--- src/design/multilevel_feedback_scheduler_unit_assert.svh ---
// assertion macros for the feedback scheduler
`ifndef MULTILEVEL_FEEDBACK_SCHEDULER_UNIT_ASSERT_SVH
`define MULTILEVEL_FEEDBACK_SCHEDULER_UNIT_ASSERT_SVH
// implication checked on every rising clock edge outside reset
`define MFS_ASSERT_IMP(label, clk, rst_n, ante, cons, msg) \
label: assert property (@(posedge clk) disable iff (!rst_n) (ante) |-> (cons)) else $error(msg);
// next-cycle implication
`define MFS_ASSERT_NEXT(label, clk, rst_n, ante, cons, msg) \
label: assert property (@(posedge clk) disable iff (!rst_n) (ante) |=> (cons)) else $error(msg);
`endif

--- src/design/mfs_pkg.sv ---
// shared types and constants for the feedback scheduler
`timescale 1ns / 1ps
package mfs_pkg;
    localparam int MAX_PROCS_DEF = 8;
    localparam logic [3:0] QUANTUM_RESET = 4'd3;
    localparam int NUM_QUEUES = 5;

    typedef enum logic [2:0] {
        Q_HIGH    = 3'd0,
        Q_LOW     = 3'd1,
        Q_DISK    = 3'd2,
        Q_TAPE    = 3'd3,
        Q_PRINTER = 3'd4
    } queue_id_t;

    typedef enum logic [2:0] {
        EV_IDLE      = 3'd0,
        EV_RAN       = 3'd1,
        EV_FINISHED  = 3'd2,
        EV_PREEMPTED = 3'd3,
        EV_BLOCKED   = 3'd4,
        EV_CREATED   = 3'd5,
        EV_REJECTED  = 3'd6
    } event_t;

    localparam logic [1:0] KIND_DISK = 2'd1;
    localparam logic [1:0] KIND_TAPE = 2'd2;

    // one queue operation request from sequencer to queue unit
    typedef struct packed {
        logic      push;
        logic      pop;
        queue_id_t q;
    } qop_t;
endpackage

--- src/design/multilevel_feedback_scheduler_unit.sv ---
// feedback scheduler top level: handshake, result register and quantum register
// throughput: one item at a time; the next is taken the cycle after the result leaves
// the device walk through the shared queue memory sets the tick length
// reset (asynchronous, active low) empties all queues and counters, quantum 3
`timescale 1ns / 1ps
module multilevel_feedback_scheduler_unit #(
    parameter int MAX_PROCS = mfs_pkg::MAX_PROCS_DEF
) (
    input  logic        clk,
    input  logic        rst_n,
    input  logic        in_valid,
    output logic        in_stall,
    input  logic        cmd,
    input  logic [5:0]  cpu_need,
    input  logic        io_request,
    input  logic [1:0]  io_kind,
    input  logic [3:0]  io_time,
    output logic        out_valid,
    input  logic        out_stall,
    output logic [2:0]  event_res,
    output logic [2:0]  proc_id,
    output logic [5:0]  cpu_remaining,
    output logic [15:0] clock_now,
    output logic        all_done,
    input  logic        cfg_valid,
    output logic        cfg_ready,
    input  logic [3:0]  cfg_data
);
    localparam int PW = $clog2(MAX_PROCS);
    localparam int CW = $clog2(MAX_PROCS + 1);

    logic          busy, done, start;
    logic [2:0]    ev_w, pid_w;
    logic [5:0]    rem_w;
    logic [15:0]   clk_w;
    logic          ad_w;
    logic [3:0]    quantum_reg;
    mfs_pkg::qop_t op;
    logic [PW-1:0] push_pid, pop_pid;
    logic [CW-1:0] counts [mfs_pkg::NUM_QUEUES];

    assign in_stall  = busy || out_valid;
    assign start     = in_valid && !in_stall;
    assign cfg_ready = 1'b1;

    always_ff @(posedge clk or negedge rst_n)
    begin
        if (!rst_n)
        begin
            quantum_reg <= mfs_pkg::QUANTUM_RESET;
            out_valid   <= 1'b0;
        end
        else
        begin
            if (cfg_valid)
            begin
                quantum_reg <= cfg_data;
            end
            if (done)
            begin
                out_valid <= 1'b1;
            end
            else if (!out_stall)
            begin
                out_valid <= 1'b0;
            end
        end
    end

    always_ff @(posedge clk)
    begin
        if (done)
        begin
            event_res     <= ev_w;
            proc_id       <= pid_w;
            cpu_remaining <= rem_w;
            clock_now     <= clk_w;
            all_done      <= ad_w;
        end
    end

    mfs_queues #(.MAX_PROCS(MAX_PROCS), .PW(PW), .CW(CW)) u_queues (
        .clk      (clk),
        .rst_n    (rst_n),
        .op       (op),
        .push_pid (push_pid),
        .pop_pid  (pop_pid),
        .counts   (counts)
    );

    mfs_seq #(.MAX_PROCS(MAX_PROCS), .PW(PW), .CW(CW)) u_seq (
        .clk           (clk),
        .rst_n         (rst_n),
        .start         (start),
        .cmd           (cmd),
        .cpu_need      (cpu_need),
        .io_request    (io_request),
        .io_kind       (io_kind),
        .io_time       (io_time),
        .quantum       (quantum_reg),
        .busy          (busy),
        .done          (done),
        .event_res     (ev_w),
        .proc_id       (pid_w),
        .cpu_remaining (rem_w),
        .clock_now     (clk_w),
        .all_done      (ad_w),
        .op            (op),
        .push_pid      (push_pid),
        .pop_pid       (pop_pid),
        .counts        (counts)
    );
endmodule

--- src/design/mfs_queues.sv ---
// five circular process queues sharing one memory, one push or pop per cycle
`timescale 1ns / 1ps
module mfs_queues #(
    parameter int MAX_PROCS = mfs_pkg::MAX_PROCS_DEF,
    parameter int PW = $clog2(MAX_PROCS),
    parameter int CW = $clog2(MAX_PROCS + 1)
) (
    input  logic                  clk,
    input  logic                  rst_n,
    input  mfs_pkg::qop_t         op,
    input  logic [PW-1:0]         push_pid,
    output logic [PW-1:0]         pop_pid,
    output logic [CW-1:0]         counts [mfs_pkg::NUM_QUEUES]
);
    localparam int AW = $clog2(mfs_pkg::NUM_QUEUES * MAX_PROCS);

    logic [PW-1:0] mem [mfs_pkg::NUM_QUEUES * MAX_PROCS];
    logic [PW-1:0] head_reg [mfs_pkg::NUM_QUEUES];
    logic [PW-1:0] tail_reg [mfs_pkg::NUM_QUEUES];
    logic [CW-1:0] count_reg [mfs_pkg::NUM_QUEUES];
    logic [AW-1:0] base;
    logic [PW-1:0] head_sel, tail_sel;
    logic [CW-1:0] count_sel;
    logic          do_push, do_pop;

    assign head_sel  = head_reg[op.q];
    assign tail_sel  = tail_reg[op.q];
    assign count_sel = count_reg[op.q];
    assign base      = AW'(op.q) * AW'(MAX_PROCS);
    assign do_push   = op.push && (count_sel < CW'(MAX_PROCS));
    assign do_pop    = op.pop && (count_sel != '0);

    function automatic logic [PW-1:0] wrap_inc(input logic [PW-1:0] v);
        logic [PW:0] s;
        s = {1'b0, v} + 1'b1;
        wrap_inc = (s == (PW+1)'(MAX_PROCS)) ? '0 : s[PW-1:0];
    endfunction

    // pop data is registered, appears in the cycle after the pop request and holds until the next pop
    always_ff @(posedge clk)
    begin
        if (do_push)
        begin
            mem[base + AW'(tail_sel)] <= push_pid;
        end
        if (do_pop)
        begin
            pop_pid <= mem[base + AW'(head_sel)];
        end
    end

    always_ff @(posedge clk or negedge rst_n)
    begin
        if (!rst_n)
        begin
            for (int i = 0; i < mfs_pkg::NUM_QUEUES; i++)
            begin
                head_reg[i]  <= '0;
                tail_reg[i]  <= '0;
                count_reg[i] <= '0;
            end
        end
        else
        begin
            if (do_push)
            begin
                tail_reg[op.q]  <= wrap_inc(tail_sel);
                count_reg[op.q] <= count_sel + 1'b1;
            end
            else if (do_pop)
            begin
                head_reg[op.q]  <= wrap_inc(head_sel);
                count_reg[op.q] <= count_sel - 1'b1;
            end
        end
    end

    always_comb
    begin
        for (int i = 0; i < mfs_pkg::NUM_QUEUES; i++)
        begin
            counts[i] = count_reg[i];
        end
    end
endmodule

--- src/design/mfs_seq.sv ---
// tick and create sequencer with per-process tables
`timescale 1ns / 1ps
`include "multilevel_feedback_scheduler_unit_assert.svh"
module mfs_seq #(
    parameter int MAX_PROCS = mfs_pkg::MAX_PROCS_DEF,
    parameter int PW = $clog2(MAX_PROCS),
    parameter int CW = $clog2(MAX_PROCS + 1)
) (
    input  logic          clk,
    input  logic          rst_n,
    input  logic          start,
    input  logic          cmd,
    input  logic [5:0]    cpu_need,
    input  logic          io_request,
    input  logic [1:0]    io_kind,
    input  logic [3:0]    io_time,
    input  logic [3:0]    quantum,
    output logic          busy,
    output logic          done,
    output logic [2:0]    event_res,
    output logic [2:0]    proc_id,
    output logic [5:0]    cpu_remaining,
    output logic [15:0]   clock_now,
    output logic          all_done,
    output mfs_pkg::qop_t op,
    output logic [PW-1:0] push_pid,
    input  logic [PW-1:0] pop_pid,
    input  logic [CW-1:0] counts [mfs_pkg::NUM_QUEUES]
);
    typedef enum logic [9:0] {
        S_IDLE   = 10'b0000000001,
        S_CREATE = 10'b0000000010,
        S_DISP   = 10'b0000000100,
        S_DWAIT  = 10'b0000001000,
        S_CHARGE = 10'b0000010000,
        S_DEVPOP = 10'b0000100000,
        S_DEVUPD = 10'b0001000000,
        S_FINAL  = 10'b0010000000,
        S_OUT    = 10'b0100000000,
        S_NEXTQ  = 10'b1000000000
    } state_t;

    state_t        state_reg, state_next;
    logic [5:0]    cpu_left [MAX_PROCS];
    logic [3:0]    io_left [MAX_PROCS];
    logic [PW-1:0] run_reg;
    logic          run_valid_reg;
    logic [3:0]    slice_reg;
    logic [15:0]   clock_reg;
    logic [CW-1:0] created_reg, finished_reg;
    logic          ioreq_reg;
    logic [1:0]    kind_reg;
    logic [3:0]    iot_reg;
    logic [5:0]    need_reg;
    mfs_pkg::queue_id_t dev_reg;
    logic [CW-1:0] left_reg;
    logic [2:0]    ev_reg;
    logic [5:0]    rem_reg;
    logic [2:0]    pid_out_reg;
    logic          dispatched_reg;
    logic [3:0]    q_eff;
    logic [3:0]    io_dec;
    logic [5:0]    cpu_run;
    mfs_pkg::queue_id_t blk_q;

    assign busy          = (state_reg != S_IDLE);
    assign done          = (state_reg == S_OUT);
    assign event_res     = ev_reg;
    assign proc_id       = pid_out_reg;
    assign cpu_remaining = rem_reg;
    assign clock_now     = clock_reg;
    assign all_done      = (created_reg == finished_reg);
    assign q_eff         = (quantum == 4'd0) ? 4'd1 : quantum;
    assign io_dec        = (io_left[pop_pid] != 4'd0) ? io_left[pop_pid] - 4'd1 : 4'd0;
    assign cpu_run       = cpu_left[run_reg];
    assign blk_q         = (kind_reg == mfs_pkg::KIND_DISK) ? mfs_pkg::Q_DISK :
                           (kind_reg == mfs_pkg::KIND_TAPE) ? mfs_pkg::Q_TAPE :
                           mfs_pkg::Q_PRINTER;

    // queue operations issued per state
    always_comb
    begin
        op       = '{push: 1'b0, pop: 1'b0, q: mfs_pkg::Q_HIGH};
        push_pid = run_reg;
        state_next = state_reg;
        unique case (state_reg)
            S_IDLE:   if (start) state_next = cmd ? S_CREATE : S_DISP;
            S_CREATE:
            begin
                if (created_reg < CW'(MAX_PROCS))
                begin
                    op.push  = 1'b1;
                    push_pid = created_reg[PW-1:0];
                end
                state_next = S_OUT;
            end
            S_DISP:
            begin
                if (!run_valid_reg && counts[mfs_pkg::Q_HIGH] != '0)
                begin
                    op.pop = 1'b1;
                    op.q   = mfs_pkg::Q_HIGH;
                end
                else if (!run_valid_reg && counts[mfs_pkg::Q_LOW] != '0)
                begin
                    op.pop = 1'b1;
                    op.q   = mfs_pkg::Q_LOW;
                end
                state_next = S_DWAIT;
            end
            S_DWAIT:  state_next = S_CHARGE;
            S_CHARGE: state_next = S_NEXTQ;
            S_NEXTQ:
            begin
                if (left_reg != '0)
                begin
                    op.pop = 1'b1;
                    op.q   = dev_reg;
                    state_next = S_DEVPOP;
                end
                else if (dev_reg == mfs_pkg::Q_PRINTER)
                begin
                    state_next = S_FINAL;
                end
            end
            S_DEVPOP: state_next = S_DEVUPD;
            S_DEVUPD:
            begin
                op.push  = 1'b1;
                push_pid = pop_pid;
                op.q     = (io_dec != 4'd0) ? dev_reg :
                           (dev_reg == mfs_pkg::Q_DISK) ? mfs_pkg::Q_LOW : mfs_pkg::Q_HIGH;
                state_next = S_NEXTQ;
            end
            S_FINAL:
            begin
                if (run_valid_reg && cpu_run != 6'd0)
                begin
                    if (ioreq_reg)
                    begin
                        op.push = 1'b1;
                        op.q    = blk_q;
                    end
                    else if (slice_reg >= q_eff)
                    begin
                        op.push = 1'b1;
                        op.q    = mfs_pkg::Q_LOW;
                    end
                end
                state_next = S_OUT;
            end
            S_OUT:    state_next = S_IDLE;
            default:  state_next = S_IDLE;
        endcase
    end

    // per-process tables, no reset
    always_ff @(posedge clk)
    begin
        if (state_reg == S_CREATE && created_reg < CW'(MAX_PROCS))
        begin
            cpu_left[created_reg[PW-1:0]] <= need_reg;
            io_left[created_reg[PW-1:0]]  <= 4'd0;
        end
        if (state_reg == S_CHARGE && run_valid_reg && cpu_run != 6'd0)
        begin
            cpu_left[run_reg] <= cpu_run - 6'd1;
        end
        if (state_reg == S_DEVUPD)
        begin
            io_left[pop_pid] <= io_dec;
        end
        if (state_reg == S_FINAL && run_valid_reg && cpu_run != 6'd0 && ioreq_reg)
        begin
            io_left[run_reg] <= iot_reg;
        end
        if (state_reg == S_IDLE && start)
        begin
            need_reg  <= cpu_need;
            ioreq_reg <= io_request;
            kind_reg  <= io_kind;
            iot_reg   <= io_time;
        end
    end

    always_ff @(posedge clk or negedge rst_n)
    begin
        if (!rst_n)
        begin
            state_reg     <= S_IDLE;
            run_reg       <= '0;
            run_valid_reg <= 1'b0;
            slice_reg     <= '0;
            clock_reg     <= '0;
            created_reg   <= '0;
            finished_reg  <= '0;
            dev_reg       <= mfs_pkg::Q_DISK;
            left_reg      <= '0;
            ev_reg        <= mfs_pkg::EV_IDLE;
            rem_reg       <= '0;
            pid_out_reg   <= '0;
        end
        else
        begin
            state_reg <= state_next;
            unique case (state_reg)
                S_IDLE:
                begin
                    ev_reg      <= mfs_pkg::EV_IDLE;
                    rem_reg     <= '0;
                    pid_out_reg <= '0;
                end
                S_CREATE:
                begin
                    if (created_reg < CW'(MAX_PROCS))
                    begin
                        pid_out_reg <= 3'(created_reg);
                        rem_reg     <= need_reg;
                        ev_reg      <= mfs_pkg::EV_CREATED;
                        created_reg <= created_reg + 1'b1;
                    end
                    else
                    begin
                        ev_reg <= mfs_pkg::EV_REJECTED;
                    end
                end
                S_DISP:
                begin
                    if (!run_valid_reg && (counts[mfs_pkg::Q_HIGH] != '0 ||
                                           counts[mfs_pkg::Q_LOW] != '0))
                    begin
                        run_valid_reg <= 1'b1;
                        slice_reg     <= '0;
                    end
                    clock_reg <= clock_reg + 16'd1;
                end
                S_CHARGE:
                begin
                    if (run_valid_reg && cpu_run != 6'd0 && slice_reg != 4'd15)
                    begin
                        slice_reg <= slice_reg + 4'd1;
                    end
                    dev_reg  <= mfs_pkg::Q_DISK;
                    left_reg <= counts[mfs_pkg::Q_DISK];
                end
                S_NEXTQ:
                begin
                    if (left_reg != '0)
                    begin
                        left_reg <= left_reg - 1'b1;
                    end
                    else if (dev_reg == mfs_pkg::Q_DISK)
                    begin
                        dev_reg  <= mfs_pkg::Q_TAPE;
                        left_reg <= counts[mfs_pkg::Q_TAPE];
                    end
                    else if (dev_reg == mfs_pkg::Q_TAPE)
                    begin
                        dev_reg  <= mfs_pkg::Q_PRINTER;
                        left_reg <= counts[mfs_pkg::Q_PRINTER];
                    end
                end
                S_FINAL:
                begin
                    if (run_valid_reg)
                    begin
                        pid_out_reg <= 3'(run_reg);
                        rem_reg     <= cpu_run;
                        if (cpu_run == 6'd0)
                        begin
                            finished_reg  <= finished_reg + 1'b1;
                            run_valid_reg <= 1'b0;
                            ev_reg        <= mfs_pkg::EV_FINISHED;
                        end
                        else if (ioreq_reg)
                        begin
                            run_valid_reg <= 1'b0;
                            ev_reg        <= mfs_pkg::EV_BLOCKED;
                        end
                        else if (slice_reg >= q_eff)
                        begin
                            run_valid_reg <= 1'b0;
                            ev_reg        <= mfs_pkg::EV_PREEMPTED;
                        end
                        else
                        begin
                            ev_reg <= mfs_pkg::EV_RAN;
                        end
                    end
                end
                default:
                begin
                end
            endcase
            // capture dispatched id in the cycle after the pop
            if (state_reg == S_DWAIT && dispatched_reg)
            begin
                run_reg <= pop_pid;
            end
        end
    end

    always_ff @(posedge clk or negedge rst_n)
    begin
        if (!rst_n)
        begin
            dispatched_reg <= 1'b0;
        end
        else
        begin
            dispatched_reg <= (state_reg == S_DISP) && op.pop;
        end
    end

    `MFS_ASSERT_NEXT(a_start_busy, clk, rst_n, start && !busy, busy, "start did not leave idle")
    `MFS_ASSERT_IMP(a_fin_le_cr, clk, rst_n, 1'b1, finished_reg <= created_reg, "finished > created")
    `MFS_ASSERT_IMP(a_done_busy, clk, rst_n, done, busy, "result shown while idle")
    `MFS_ASSERT_NEXT(a_clk_step, clk, rst_n, state_reg == S_DISP, clock_reg == $past(clock_reg) + 16'd1, "clock")
endmodule

--- config.mk ---
export PLATFORM = sky130hd
export DESIGN_NAME = multilevel_feedback_scheduler_unit
export DESIGN_NICKNAME = d
export VERILOG_FILES = /design/src/design/mfs_pkg.sv /design/src/design/multilevel_feedback_scheduler_unit.sv /design/src/design/mfs_queues.sv /design/src/design/mfs_seq.sv
export VERILOG_INCLUDE_DIRS = /design/src /design/src/design
export SDC_FILE = /design/constraint.sdc
export NUM_CORES = 1
export LEC_CHECK = 0
export BUFFER_PORTS_ARGS = -buffer_cell sky130_fd_sc_hd__buf_2
export CORE_UTILIZATION = 67
export DETAILED_ROUTE_END_ITERATION = 12
export PLACE_DENSITY = 0.85
export SLEW_MARGIN = 40
export SYNTH_ARGS = -nofsm -noshare
export SYNTH_HDL_FRONTEND = slang
export SYNTH_HIERARCHICAL = 1
export SYNTH_SLANG_ARGS = --single-unit
--- constraint.sdc ---
create_clock -name clk -period 11.5 [get_ports clk]
set_input_delay 1.725 -clock clk [delete_from_list [all_inputs] [get_ports clk]]
set_output_delay 1.725 -clock clk [all_outputs]
set_load 0.005 [all_outputs]
Word level (Yosys, flattened, before mapping)
Memories as Yosys holds them, arrays and structs flattened. A register that Yosys moved wholly into a read port is not among the register bits.
Cells that the tools add are included.
{"block": "totals", "ramBits": 200, "in_bits": 23, "memories": 3, "wordCells": 240, "out_inout_bits": 32, "reg_bits": 159}
{"block": "op_classes", "order_cmp": 5, "n_bitwise": 2, "add_sub_neg": 13, "eq_ne": 30, "n_reduce_logical": 51, "muxes": 97}
{"name": "u_queues.mem", "words": 40, "word_bits": 3, "read_ports": 1, "rd_ports_with_merged_regs": 1, "wr": 1, "line_no": "mfs_queues.sv:17", "rtl": "logic [PW-1:0] mem [mfs_pkg::NUM_QUEUES * MAX_PROCS];"}
{"name": "u_seq.cpu_left", "words": 8, "word_bits": 6, "read_ports": 1, "rd_ports_with_merged_regs": 0, "wr": 1, "line_no": "mfs_seq.sv:44", "rtl": "logic [5:0] cpu_left [MAX_PROCS];"}
{"name": "u_seq.io_left", "words": 8, "word_bits": 4, "read_ports": 1, "rd_ports_with_merged_regs": 0, "wr": 1, "line_no": "mfs_seq.sv:45", "rtl": "logic [3:0] io_left [MAX_PROCS];"}
{"op": "3-bit two-way mux", "n": 25}
{"op": "10-bit one-hot mux with 7 select lines", "n": 1}
{"op": "4-bit two-way mux", "n": 15}
{"op": "20-bit bitwise mux", "n": 2}
{"op": "20-bit two-way mux", "n": 2}
{"op": "15-bit bitwise mux", "n": 2}
{"op": "10-bit two-way mux", "n": 3}
{"op": "1-bit two-way mux", "n": 26}
{"op": "4-bit nonzero test", "n": 6}
{"op": "3-bit binary-select mux with 3-bit select", "n": 2}
{"op": "1-bit logical AND", "n": 18}
{"op": "6-bit two-way mux", "n": 3}
{"op": "3-bit one-hot mux with 3 select lines", "n": 2}
{"op": "6-bit one-hot mux with 3 select lines", "n": 1}
{"op": "16-bit by 1-bit adder with 16-bit output (second input constant)", "n": 1}
{"op": "4-bit by 1-bit adder with 4-bit output (second input constant)", "n": 4}
{"op": "4-bit one-hot mux with 2 select lines", "n": 2}
{"op": "6-bit by 3-bit adder with 6-bit output", "n": 2}
{"op": "4-bit binary-select mux with 3-bit select", "n": 1}
{"op": "4-bit demux with 3-bit select", "n": 1}
{"op": "3-bit one-hot mux with 2 select lines", "n": 2}
{"op": "3-bit one-hot mux with 4 select lines", "n": 1}
{"op": "2-bit AND reduction", "n": 6}
{"op": "3-bit AND reduction", "n": 4}
{"op": "45 further kinds", "n": 66}

Depth between registers and ports, before layout
{"block": "logic_depth", "word_depth": 15, "ltp_mapped": 23, "ltp_nobuf": 17}

Hierarchy
The synthesis kept the hierarchy.
{"module": "mfs_queues", "cells_each": 617, "seq_area_each_um2": 4944.7, "area_per_inst_um2": 7783.7, "instances": 1}
{"module": "mfs_seq", "cells_each": 627, "seq_area_each_um2": 4346.7, "area_per_inst_um2": 7688.6, "instances": 1}
{"module": "multilevel_feedback_scheduler_unit", "cells_each": 43, "seq_area_each_um2": 998.5, "area_per_inst_um2": 1076.0, "instances": 1}

Worst setup path after synthesis
No wires, ideal clock.
{"block": "synth_path", "path_type": "reg2reg", "from": "reg u_seq.run_reg[0]", "to": "reg u_queues/head_reg[0] (netlist bit)", "synth_period_minus_slack_ns": 4.998, "arrival_ns": 4.874, "setup_time_ns": 0.125, "path_stages_with_launch": 23, "slack_ns": 6.502, "path_buffers": 7, "required_ns": 11.375, "cell_sequence": "dfrtp_1 -> buf_4 -> buf_4 -> mux4_2 -> mux2i_1 -> ha_1 -> inv_1 -> a311oi_4 -> a311oi_1 -> clkbuf_1 -> a22o_1 -> buf_4 -> buf_6 -> buf_2 -> mux2i_1 -> o21ai_0 -> a21oi_1 -> ha_1 -> a31oi_1 -> and2_0 -> buf_2 -> nand2_1 -> mux2_2"}
{"element": "from (decl)", "line_no": "mfs_seq.sv:46", "rtl": "logic [PW-1:0] run_reg;"}
{"element": "from (signal assigned)", "line_no": "mfs_seq.sv:298", "rtl": "run_reg <= pop_pid;"}
{"element": "to (signal, indexed assignment)", "line_no": "mfs_queues.sv:72", "rtl": "head_reg[op.q] <= wrap_inc(head_sel);"}
{"element": "to (decl)", "line_no": "mfs_queues.sv:18", "rtl": "logic [PW-1:0] head_reg [mfs_pkg::NUM_QUEUES];"}

==> results.py <==
metrics = {
    "detailed_routing": {
        "firstDrtPassIters": 6,
        "drt-initial-drc-count": 1625,
        "drc_errors": 0,
        "vias_per_cell": 6.764,
        "routed_wirelength_mm": 38.55,
        "wire_per_inst_microns": 22.92,
        "vias": 11377,
        "ant_nets": 0,
    },
    "setup_path": {
        "critical_path.slowest_cell": "and2_1",
        "critical_path_class": "register to register",
        "cp.required_ns": 11.76,
        "start_kind": "register",
        "end_kind": "register",
        "critPathTopFamily": "compound AO/OA/AOI/OAI gates",
        "crit_chain": "buf_4 -> mux4_2 -> mux2i_1 -> ha_1 -> inv_1 -> a311oi_4 -> and3_1 -> nor4_1 -> a211o_2 -> nand2b_1 -> a2bb2oi_2 -> and2_1 -> buf_4 -> inv_6 -> a221oi_1 -> a211oi_1 -> a211oi_1 -> a311oi_1",
        "crit_arrival_ns": 6.79,
        "crit_path_max_incr_delay_ns": 0.57,
        "crit_buf_inv": 4,
        "worst-path-max-fanout": 42,
    },
    "final_layout": {
        "final_cell_count_no_fill": 1682,
        "n_antenna_cell": 0,
        "fin_nets": 1368,
        "largest_register_ffs": 120,
        "syn2layout_area_growth_pct": 10.47,
        "layout-drive-gt1-share_pct": 17.89,
        "fill_cells": 1414,
        "final_area_sq_um": 18280,
        "reg_top3": "u_queues/mem x120, u_seq/cpu_left x48, u_seq/io_left x32",
        "largest-register": "u_queues/mem",
    },
    "synth": {
        "netlist_area_sq_um": 16550,
        "yosys-top-cells-area": "edfxtp_1 44%, dfrtp_1 17%, mux2_2 3.3%, nand2_1 3.1%, mux4_2 2.6%",
        "ys_types": 93,
        "synth_edf_count": 245,
        "synth_area_per_cell_sq_um": 12.86,
        "syn_inst": 1287,
        "yosysMostFrequentCell": "edfxtp_1",
        "synth-seq-cells": 362,
        "synth.net_count": 1325,
        "yosysTopAreaCell": "edfxtp_1",
        "synth_ff_type": "edfxtp_1",
        "yosysWarnings": 6,
        "async_reset_ff_share_pct": 32.32,
        "ys_top_cells_by_count": "245 x edfxtp_1, 135 x nand2_1, 113 x dfrtp_1, 98 x nor2_1, 54 x a21oi_1",
        "netlist.area_leader.share_pct": 44.46,
        "synth_seq_area_share_pct": 62.18,
    },
    "sta": {
        "hold_viol_final": 0,
        "period_needed_ns": 6.532,
        "slew_viol_final": 0,
        "finalSetupViolations": 0,
        "worst_pin_slew_ns": 0.9072,
        "rsz0062_at_grt": "no",
        "fin_tns_setup_ns": 0,
        "relSlewSlack_pct": 39.00,
        "clock.fmax_ghz": 0.1531,
        "fin_ws_ns": 4.968,
        "finalCritPeriodShare_pct": 56.80,
        "finClkSkew_ns": 0.02288,
    },
    "global_routing": {
        "first_global_vias": 11294,
        "antenna_found_initial": 0,
        "track_usage_pct": 30.88,
        "grt_pass1_wl_mm": 61.07,
        "grt-ovfl-total": 0,
        "grt_max_degree": 84,
    },
    "clock_tree": {
        "postCtsSetupBuffers": 0,
        "cts_root_buf": "clkbuf_16",
        "ctsHoldBuffers": 0,
        "h-tree-depth": 2,
        "clk_pin_slew_ns": 0.06,
        "clockBufferDepth": 3,
        "cts_tree": "built",
        "cts-resized-gates": 0,
        "cts.sinks": 362,
        "clk_latency_ns": 0.53,
        "cts_inserted_buffers": 36,
    },
    "placement": {
        "place_area_sq_um": 17040,
        "pre_cts_slack_ns": 5.237,
        "hpwl_mm": 25.10,
        "io_buffers": 53,
        "finalWeightedCongestion": 0.9284,
        "dp.cells": 1616,
    },
    "power": {
        "finalPower_mw": 3.336,
        "leakage_nw": 6.838,
        "ir_worst_vdd_mv": 0.1434,
        "power.density_nw_per_um2": 182.5,
    },
    "run_status": {
        "status": "complete, no violations",
    },
    "floorplanning": {
        "fp.dieW_microns": 159.2,
        "core_sq_um": 24250,
        "io_pins": 55,
        "start_util_pct": 68.25,
        "die_area_sq_um": 25330,
        "num_rows": 57,
        "die_h_microns": 159.2,
    },
    "worst_hold_path": {
        "min_path_type": "register to register",
    },
    "job": {
        "drv_cap": 0,
    },
}
## through the flow
stage / util, % / hold WS (ns)
2_1_floorplan: - / 0.4210
3_3_place_gp: 70.09 / 0.4315
3_5_place_dp: 70.27 / 0.4338
4_1_cts: 75.24 / 0.4487
5_1_grt: 75.39 / 0.4623
6_report: 75.39 / 0.4497
## logic make-up (layout without fill, tap and decap cells)
logic type      after synthesis  in the layout  synth area share (%)
compound gates              267            267                 11.38
buf+inv                      97            168                 2.941
mux                         104            104                 8.362
fa+ha+maj                    15             15                 1.134
flops                       362            362                 62.18
other cells                   1              1               0.02266
simple gates                409            409                 12.29
xor+xnor                     32             32                 1.694
## cell usage in the layout, fill, tap and decap left out, types with 7 or more instances in the layout
cell	n
edfxtp_1	245
o21ai_0	30
a31oi_1	7
o21ai_1	16
clkbuf_1	7
a22o_1	16
ha_1	15
nand2_1	135
mux2_2	48
nand4_1	8
a211oi_1	34
xnor2_1	20
a22oi_1	12
nor2_1	98
inv_1	27
or2_2	7
a21boi_0	13
dfrtp_1	113
nor4_1	9
nor3_1	25
xor2_1	12
nand3_1	37
buf_4	17
nand2b_1	20
clkbuf_16	37
nand3b_1	7
clkinv_2	8
buf_2	52
and3_1	9
a21oi_1	54
o22ai_1	8
a311oi_1	12
mux4_2	19
mux2i_1	31
## cell type report
cell class | instances | area [sq um] | share of cell area, %
Inverter | 30 | 117.6 | 0.6434
Timing Repair Buffer | 72 | 424.2 | 2.320
Clock inverter | 21 | 239.0 | 1.307
Clock buffer | 45 | 965.9 | 5.284
Sequential cell | 362 | 10290 | 56.29
Tap cell | 324 | 405.4 | 2.218
Multi-Input combinational cell | 828 | 5839 | 31.94
## final timing paths
path | start | to | slack [ns] | cells past startpoint
worst min register to register | u_seq/event_res[1]$_DFFE_PN0P_ | event_res[1]$_DFFE_PP_ | 0.45 | 0
worst max register to register | u_seq/run_reg[0]$_DFFE_PN0P_ | u_queues/pop_pid[0]$_DFFE_PP_ | 4.97 | 18
max in group asynchronous | rst_n | u_queues/head_reg[6]$_DFFE_PN0P_ | 9.23 | 2
worst max-delay path | u_seq/run_reg[0]$_DFFE_PN0P_ | u_queues/pop_pid[0]$_DFFE_PP_ | 4.97 | 18
worst min-delay path | u_seq/event_res[1]$_DFFE_PN0P_ | event_res[1]$_DFFE_PP_ | 0.45 | 0
min in group asynchronous | rst_n | u_seq/proc_id[2]$_DFFE_PN0P_ | 1.16 | 1
## metal layers
metal	vias up	track usage (%)	wire (microns)
li1	4958	-	-
met1	5575	42.00	14970
met2	727	50.08	18810
met3	117	4.871	3506
met4	0	13.24	1262
met5	-	0	0
## power by group
part           switching [mW]  total, mW  internal [mW]
combinational           0.405      0.598          0.193
clock                   0.484       1.20          0.712
sequential             0.0679       1.54           1.47
total                   0.957       3.34           2.38
(Power assumes the default switching activity.)
